## src/design/nca_pkg.sv

```systemverilog
// Shared constants, beat types and controller/datapath signal groups.
package nca_pkg;

	// Frame size and coordinate format
	localparam int NUM_OBJECTS = 6;
	localparam int COORD_BITS  = 16;

	// Derived widths
	localparam int IDX_W  = (NUM_OBJECTS > 1) ? $clog2(NUM_OBJECTS) : 1;
	localparam int DIFF_W = COORD_BITS + 1;
	localparam int PROD_W = 2 * DIFF_W;
	localparam int SQ_W   = 2 * COORD_BITS + 1;
	localparam int DIST_W = SQ_W + 2;

	// Fixed field widths of the beats
	localparam int FIELD_W  = 16;
	localparam int OUT_ID_W = 3;

	localparam logic [IDX_W-1:0] LAST_IDX = IDX_W'(NUM_OBJECTS - 1);

	typedef logic signed [COORD_BITS-1:0] coord_t;
	typedef logic [IDX_W-1:0] idx_t;
	typedef logic [DIST_W-1:0] dist_t;

	// Input beat: one cluster centre
	typedef struct packed {
		logic signed [FIELD_W-1:0] center_x;
		logic signed [FIELD_W-1:0] center_y;
		logic signed [FIELD_W-1:0] center_z;
	} item_t;

	// Result beat: one association
	typedef struct packed {
		logic [OUT_ID_W-1:0] tracker_index;
		logic [OUT_ID_W-1:0] object_id;
		logic                last_of_frame;
	} result_t;

	// Controller to datapath commands
	typedef struct packed {
		logic capture;   // item beat taken this cycle
		logic to_stored; // first frame: write tracker centre
		idx_t slot;
		logic issue;     // distance pair enters the pipeline
		idx_t trk;
		idx_t obj;
		logic wb;        // write-back of one tracker slot
		idx_t wb_idx;
	} nca_cmd_t;

	// Datapath to controller status
	typedef struct packed {
		logic pipe_empty;
	} nca_stat_t;

	// Sign-correct coordinate from a raw field (low COORD_BITS bits)
	function automatic coord_t to_coord(input logic [FIELD_W-1:0] raw);
		to_coord = coord_t'(COORD_BITS'(raw));
	endfunction

endpackage

```

## src/design/nca_ctrl.sv

```systemverilog
// Controller: frame slot tracking, search sequencing and write-back sequencing.
module nca_ctrl
	import nca_pkg::*;
(
	input  logic      clk,
	input  logic      arst_n,
	input  logic      start,
	output logic      busy,
	output nca_cmd_t  cmd,
	input  nca_stat_t stat
);

	typedef enum logic [1:0] {
		ST_IDLE,
		ST_SEARCH,
		ST_DRAIN,
		ST_WRITE
	} state_t;

	state_t state_q;
	idx_t   slot_q;
	logic   first_q;
	idx_t   trk_q;
	idx_t   obj_q;
	idx_t   wb_q;
	logic   accept;

	assign busy   = (state_q != ST_IDLE);
	assign accept = start && !busy;

	// Commands decoded from state and counters
	always_comb begin
		cmd           = '0;
		cmd.capture   = accept;
		cmd.to_stored = first_q;
		cmd.slot      = slot_q;
		cmd.issue     = (state_q == ST_SEARCH);
		cmd.trk       = trk_q;
		cmd.obj       = obj_q;
		cmd.wb        = (state_q == ST_WRITE);
		cmd.wb_idx    = wb_q;
	end

	// State and counters
	always_ff @(posedge clk or negedge arst_n) begin
		if (!arst_n) begin
			state_q <= ST_IDLE;
			slot_q  <= '0;
			first_q <= 1'b1;
			trk_q   <= '0;
			obj_q   <= '0;
			wb_q    <= '0;
		end else begin
			case (state_q)
				ST_IDLE: begin
					if (accept) begin
						slot_q <= (slot_q == LAST_IDX) ? '0 : slot_q + 1'b1;
						if (slot_q == LAST_IDX) begin
							if (first_q) begin
								first_q <= 1'b0;
							end else begin
								trk_q   <= '0;
								obj_q   <= '0;
								state_q <= ST_SEARCH;
							end
						end
					end
				end
				ST_SEARCH: begin
					if (obj_q == LAST_IDX) begin
						obj_q <= '0;
						if (trk_q == LAST_IDX) begin
							state_q <= ST_DRAIN;
						end else begin
							trk_q <= trk_q + 1'b1;
						end
					end else begin
						obj_q <= obj_q + 1'b1;
					end
				end
				ST_DRAIN: begin
					// last tracker's choice is settled once the pipe is empty
					if (stat.pipe_empty) begin
						wb_q    <= '0;
						state_q <= ST_WRITE;
					end
				end
				ST_WRITE: begin
					if (wb_q == LAST_IDX) begin
						state_q <= ST_IDLE;
					end else begin
						wb_q <= wb_q + 1'b1;
					end
				end
				default: begin
					state_q <= ST_IDLE;
				end
			endcase
		end
	end

endmodule

```

## src/design/nca_datapath.sv

```systemverilog
// Datapath: centre stores, distance pipeline, nearest search and result register.
module nca_datapath
	import nca_pkg::*;
(
	input  logic      clk,
	input  logic      arst_n,
	input  item_t     item,
	input  nca_cmd_t  cmd,
	output nca_stat_t stat,
	output logic      result_valid,
	output result_t   result
);

	// Centre stores (x, y, z)
	coord_t trk_x_q [NUM_OBJECTS];
	coord_t trk_y_q [NUM_OBJECTS];
	coord_t trk_z_q [NUM_OBJECTS];
	coord_t frm_x_q [NUM_OBJECTS];
	coord_t frm_y_q [NUM_OBJECTS];
	coord_t frm_z_q [NUM_OBJECTS];
	idx_t   chosen_q [NUM_OBJECTS];

	// Pipeline registers
	logic                     vld_s1, vld_s2, vld_s3;
	idx_t                     trk_s1, trk_s2, trk_s3;
	idx_t                     obj_s1, obj_s2, obj_s3;
	logic signed [DIFF_W-1:0] dx_s1, dy_s1, dz_s1;
	logic [SQ_W-1:0]          sqx_s2, sqy_s2, sqz_s2;
	dist_t                    dist_s3;

	// Running minimum for the current tracker
	dist_t best_d_q;
	idx_t  best_id_q;

	logic signed [PROD_W-1:0] px, py, pz;
	logic                     take;
	idx_t                     pick;

	assign stat.pipe_empty = !(vld_s1 || vld_s2 || vld_s3);

	// Store writes: capture of a beat, then the post-search write-back
	always_ff @(posedge clk) begin
		if (cmd.capture) begin
			if (cmd.to_stored) begin
				trk_x_q[cmd.slot] <= to_coord(item.center_x);
				trk_y_q[cmd.slot] <= to_coord(item.center_y);
				trk_z_q[cmd.slot] <= '0;
			end else begin
				frm_x_q[cmd.slot] <= to_coord(item.center_x);
				frm_y_q[cmd.slot] <= to_coord(item.center_y);
				frm_z_q[cmd.slot] <= to_coord(item.center_z);
			end
		end
		if (cmd.wb && (int'(chosen_q[cmd.wb_idx]) < NUM_OBJECTS)) begin
			trk_x_q[chosen_q[cmd.wb_idx]] <= frm_x_q[cmd.wb_idx];
			trk_y_q[chosen_q[cmd.wb_idx]] <= frm_y_q[cmd.wb_idx];
			trk_z_q[chosen_q[cmd.wb_idx]] <= frm_z_q[cmd.wb_idx];
		end
	end

	// Stage 1: coordinate differences
	always_ff @(posedge clk) begin
		trk_s1 <= cmd.trk;
		obj_s1 <= cmd.obj;
		dx_s1  <= DIFF_W'(trk_x_q[cmd.trk]) - DIFF_W'(frm_x_q[cmd.obj]);
		dy_s1  <= DIFF_W'(trk_y_q[cmd.trk]) - DIFF_W'(frm_y_q[cmd.obj]);
		dz_s1  <= DIFF_W'(trk_z_q[cmd.trk]) - DIFF_W'(frm_z_q[cmd.obj]);
	end

	// Stage 2: squares, one multiplier per axis
	always_comb begin
		px = dx_s1 * dx_s1;
		py = dy_s1 * dy_s1;
		pz = dz_s1 * dz_s1;
	end

	always_ff @(posedge clk) begin
		trk_s2 <= trk_s1;
		obj_s2 <= obj_s1;
		sqx_s2 <= px[SQ_W-1:0];
		sqy_s2 <= py[SQ_W-1:0];
		sqz_s2 <= pz[SQ_W-1:0];
	end

	// Stage 3: squared distance
	always_ff @(posedge clk) begin
		trk_s3  <= trk_s2;
		obj_s3  <= obj_s2;
		dist_s3 <= DIST_W'(sqx_s2) + DIST_W'(sqy_s2) + DIST_W'(sqz_s2);
	end

	// Pipeline valids
	always_ff @(posedge clk or negedge arst_n) begin
		if (!arst_n) begin
			vld_s1 <= 1'b0;
			vld_s2 <= 1'b0;
			vld_s3 <= 1'b0;
		end else begin
			vld_s1 <= cmd.issue;
			vld_s2 <= vld_s1;
			vld_s3 <= vld_s2;
		end
	end

	// Compare: strict less-than keeps the lowest index on ties
	assign take = (obj_s3 == '0) || (dist_s3 < best_d_q);
	assign pick = take ? obj_s3 : best_id_q;

	always_ff @(posedge clk) begin
		if (vld_s3) begin
			best_d_q  <= take ? dist_s3 : best_d_q;
			best_id_q <= pick;
			if (obj_s3 == LAST_IDX) begin
				chosen_q[trk_s3] <= pick;
			end
		end
		result.tracker_index <= OUT_ID_W'(trk_s3);
		result.object_id     <= OUT_ID_W'(pick);
		result.last_of_frame <= (trk_s3 == LAST_IDX);
	end

	// Result strobe: one beat per tracker, at the end of its row
	always_ff @(posedge clk or negedge arst_n) begin
		if (!arst_n) begin
			result_valid <= 1'b0;
		end else begin
			result_valid <= vld_s3 && (obj_s3 == LAST_IDX);
		end
	end

endmodule

```

## src/design/nearest_center_association_top.sv

```systemverilog
// Top level: nearest-centre association of cluster centres across frames.
//
// A frame is NUM_OBJECTS centre beats, taken with start while busy is low. The
// first frame only loads the tracker centres (z forced to zero) and gives no
// results. On each later frame the last beat raises busy while the
// shared squared-distance pipeline takes one tracker/centre pair per cycle,
// the three pipeline stages then drain, and the trackers are rewritten one
// slot per cycle. Other beats are taken without raising busy.
// One result strobe per tracker follows in tracker order, each valid for
// exactly one cycle; the receiver cannot stall, so it must take every beat as
// it comes.
module nearest_center_association_top
	import nca_pkg::*;
(
	input  logic    clk,
	input  logic    arst_n,
	input  logic    start,
	output logic    busy,
	input  item_t   item,
	output logic    result_valid,
	output result_t result
);

	nca_cmd_t  cmd;
	nca_stat_t stat;

	nca_ctrl u_ctrl (
		.clk    (clk),
		.arst_n (arst_n),
		.start  (start),
		.busy   (busy),
		.cmd    (cmd),
		.stat   (stat)
	);

	nca_datapath u_datapath (
		.clk          (clk),
		.arst_n       (arst_n),
		.item         (item),
		.cmd          (cmd),
		.stat         (stat),
		.result_valid (result_valid),
		.result       (result)
	);

endmodule

```

## config.mk

```make
export PLATFORM = sky130hd
export DESIGN_NAME = nearest_center_association_top
export DESIGN_NICKNAME = d
export VERILOG_FILES = /design/src/design/nca_pkg.sv /design/src/design/nca_ctrl.sv /design/src/design/nca_datapath.sv /design/src/design/nearest_center_association_top.sv
export SDC_FILE = /design/constraint.sdc
export NUM_CORES = 2
export LEC_CHECK = 0
export ABC_AREA = 1
export BUFFER_PORTS_ARGS = -buffer_cell sky130_fd_sc_hd__buf_4
export CAP_MARGIN = 40
export CORE_MARGIN = 2
export CORE_UTILIZATION = 25
export CTS_CLUSTER_DIAMETER = 50
export DETAILED_ROUTE_END_ITERATION = 16
export GPL_TIMING_DRIVEN = 0
export MAX_ROUTING_LAYER = met4
export PLACE_DENSITY = 0.49
export SETUP_SLACK_MARGIN = 0.5
export SLEW_MARGIN = 20
export SYNTH_ARGS = -nofsm -noshare
export SYNTH_HDL_FRONTEND = slang
export SYNTH_SLANG_ARGS = --single-unit
```

## constraint.sdc

```tcl
create_clock -name clk -period 13.1 [get_ports clk]
set_clock_uncertainty 0.05 [all_clocks]
set_input_delay 2.62 -clock clk [delete_from_list [all_inputs] [get_ports clk]]
set_output_delay 2.62 -clock clk [all_outputs]
set_load 0.03 [all_outputs]
```

==> results.tsv <==
metric	value	unit
critPathLaunchType	flop	
dieArea	0.282	mm²
slowest_stage	clkbuf_1	
rsz0062_at_grt	no	
dp.cells	11500	
grtUsageTotal	0.153	
gr-total-overflow	0	
syn_area_per_cell	9.05	µm²
synthArstFlopShare	0.0221	
fin_crit	7160	ps
arrival	7680	ps
areaGrowthSynthToFinish	13.9	%
grt_pass1_wl	323	mm
r2r-start	u_datapath.dx_s1[2]$_DFF_P_	
drt_wl_total	211	mm
yosysUniqueCellTypes	53	
drtIter0Drc	3923	
cp_num_buf_inv	8	
hold_class	reg2reg	
via_per_inst	4.45	
cp_top_family	adder cells	
vias	52100	
yosysSeqAreaShare	0.340	
grt_start_max_net_pins	23	
ys_ff_latch	858	
ctsHoldBuffers	0	
slowest_delay	670	ps
crit_type	reg2reg	
core_area	0.276	mm²
cts_resized	0	
drv_cap	0	
hpwl	171	mm
fp-row-count	193	
required	13620	ps
finalHoldViolations	0	
rr_worst_depth	22	
cts_tree	yes	
finalNonFillerCells	11700	
fmax	0.140	GHz
clk_pin_slew	60	ps
synth_edf_count	632	
finalSetupViolations	0	
cts-htree-levels	3	
worst_setup_path_end_kind	flop	
synth_top_area_share	0.273	
r2r-end	u_datapath.sqx_s2[28]$_DFF_P_	
die_y	531	µm
synth_area_leaders	edfxtp_1, fa_1, inv_1	
grt_pass1_vias	54100	
yosys_warnings	0	
tightest_slew	944	ps
ys_top_cells_by_count	inv_1, nand2_1, fa_1	
cts_root_buffer	clkbuf_16	
status	finished, final reports clean	
num_io_pins	60	
drc_errors	0	
crit_end	u_datapath.sqx_s2[28]$_DFF_P_	
post_drt_wl_per_cell	18.0	µm
yosysMostFrequentCell	inv_1	
period_share	0.547	
cts_sinks	858	
die_width	531	µm
drv_slew	0	
cts-buffers-inserted	107	
initial_core_util	0.251	
synth_cells	7671	
cts_max_path_buffers	3	
place.gp.congestion	0.933	
synth.cell_area	0.0694	mm²
yosysTopAreaCell	edfxtp_1	
first_pass_iters	7	
drive_above_1_share	0.0473	
slew_headroom	0.371	
startpoint	u_datapath.dx_s1[2]$_DFF_P_	
synthFlopType	edfxtp_1	
nets	9155	
crit_path_max_fanout	10	
io_buffers	59	
r2r_slack	5940	ps
path_cells	clkbuf_1 > clkbuf_1 > nand2_1 > inv_1 > fa_1 > inv_1 > fa_1 > inv_1 > fa_1 > fa_1 > fa_1 > inv_1 > fa_1 > inv_1 > ha_1 > nand2_1 > nor2_1 > inv_1 > nor4_1 > nand2_1 > nand4_1 > nand2_1	
cts_setup_buffers	0	
clock_latency	750	ps
cp.depth	22	
antenna_found_initial	1	
ant_nets	0	
synth_nets	8925	
==> worst register-to-register path, delay by kind of cell, from the launching register on <==
kind	cells	cell delay [ps]
flip-flops	1	460
AND/OR/NAND/NOR	7	1020
buffers and inverters	8	2060
adder cells (fa/ha/maj)	7	3420
==> routing by layer <==
layer | track usage | part of all wire | vias to the layer above
met5 | - | 0 | -
met4 | 0.0543 | 0.037 | 0
met3 | 0.0156 | 0.046 | 369
met2 | 0.250 | 0.47 | 1517
met1 | 0.197 | 0.44 | 25500
li1 | - | - | 24700
==> cells in the final DEF, fill, tap and decap left out, drive strengths merged, types with 53 or more instances in the layout <==
| master | synthesis | final |
|---|---|---|
| inv | 1598 | 1616 |
| nand2 | 1507 | 1507 |
| fa | 787 | 787 |
| edfxtp | 632 | 632 |
| nor2 | 569 | 569 |
| o21ai | 419 | 419 |
| ha | 416 | 416 |
| a21oi | 401 | 401 |
| clkbuf | 206 | 344 |
| dfxtp | 207 | 207 |
| nand3 | 193 | 193 |
| buf | 68 | 183 |
| xor2 | 146 | 146 |
| a31oi | 94 | 94 |
| o22ai | 79 | 79 |
| xnor2 | 53 | 53 |
==> final cells by class <==
class / instances / area, µm²
Tap cell: 3705 / 4640
Antenna cell: 1 / 2.50
Inverter: 1599 / 6000
Fill cell: 29400 / 197000
Clock inverter: 67 / 790
Buffer: 274 / 1110
Multi-Input combinational cell: 4940 / 38800
Timing Repair Buffer: 121 / 1250
Clock buffer: 133 / 2870
Sequential cell: 858 / 23600
==> worst min path at each step <==
stage / to / from / cells after the start / slack, ps
floorplan: u_datapath.obj_s2[0]$_DFF_P_ / u_datapath.obj_s1[0]$_DFF_P_ / 0 / 260
global placement: u_datapath.obj_s3[1]$_DFF_P_ / u_datapath.obj_s2[1]$_DFF_P_ / 0 / 260
detailed placement: u_datapath.trk_s3[0]$_DFF_P_ / u_datapath.trk_s2[0]$_DFF_P_ / 0 / 260
CTS: u_datapath.obj_s2[2]$_DFF_P_ / u_datapath.obj_s1[2]$_DFF_P_ / 0 / 280
global route: u_datapath.obj_s3[2]$_DFF_P_ / u_datapath.obj_s2[2]$_DFF_P_ / 0 / 280
finish: u_datapath.obj_s3[2]$_DFF_P_ / u_datapath.obj_s2[2]$_DFF_P_ / 0 / 270
==> flip-flops by register name (all words and copies together), names as in the netlist, 7 cells and up <==
name	cells
u_datapath.sqz_s2	32
u_datapath.dx_s1	17
u_datapath.sqy_s2	32
u_datapath.chosen_q	18
u_datapath.dz_s1	17
u_datapath.frm_y_q	96
u_datapath.dy_s1	17
u_datapath.sqx_s2	32
u_datapath.best_d_q	35
u_datapath.frm_z_q	96
u_datapath.trk_x_q	96
u_datapath.trk_y_q	96
u_datapath.trk_z_q	96
u_datapath.result	7
u_datapath.frm_x_q	96
u_datapath.dist_s3	35
==> stage by stage <==
| step | hold slack [ps] | util | area, µm² | setup TNS, ps | setup slack [ps] |
|---|---|---|---|---|---|
| 2_1_floorplan | 260 | - | 69400 | 0 | 4990 |
| 3_3_place_gp | 261 | 0.270 | 74500 | -10580 | -231 |
| 3_5_place_dp | 262 | 0.273 | 75300 | 0 | 6010 |
| 4_1_cts | 276 | 0.286 | 79000 | 0 | 5920 |
| 5_1_grt | 280 | 0.286 | 79000 | 0 | 5560 |
| 6_report | 275 | 0.286 | 79000 | 0 | 5940 |
==> cells by family after synthesis <==
family	after synthesis	synth area share
adders and majority gates	1203	0.302
AOI/OAI and AO/OA	1130	0.0917
buffers and inverters	1873	0.103
and+or+nand+nor	2408	0.139
xor gates and xnor gates	199	0.0251
DFF	858	0.340
Power is not shown: default switching activity piles up to over one toggle a cycle in this logic, so the estimate is an artifact.
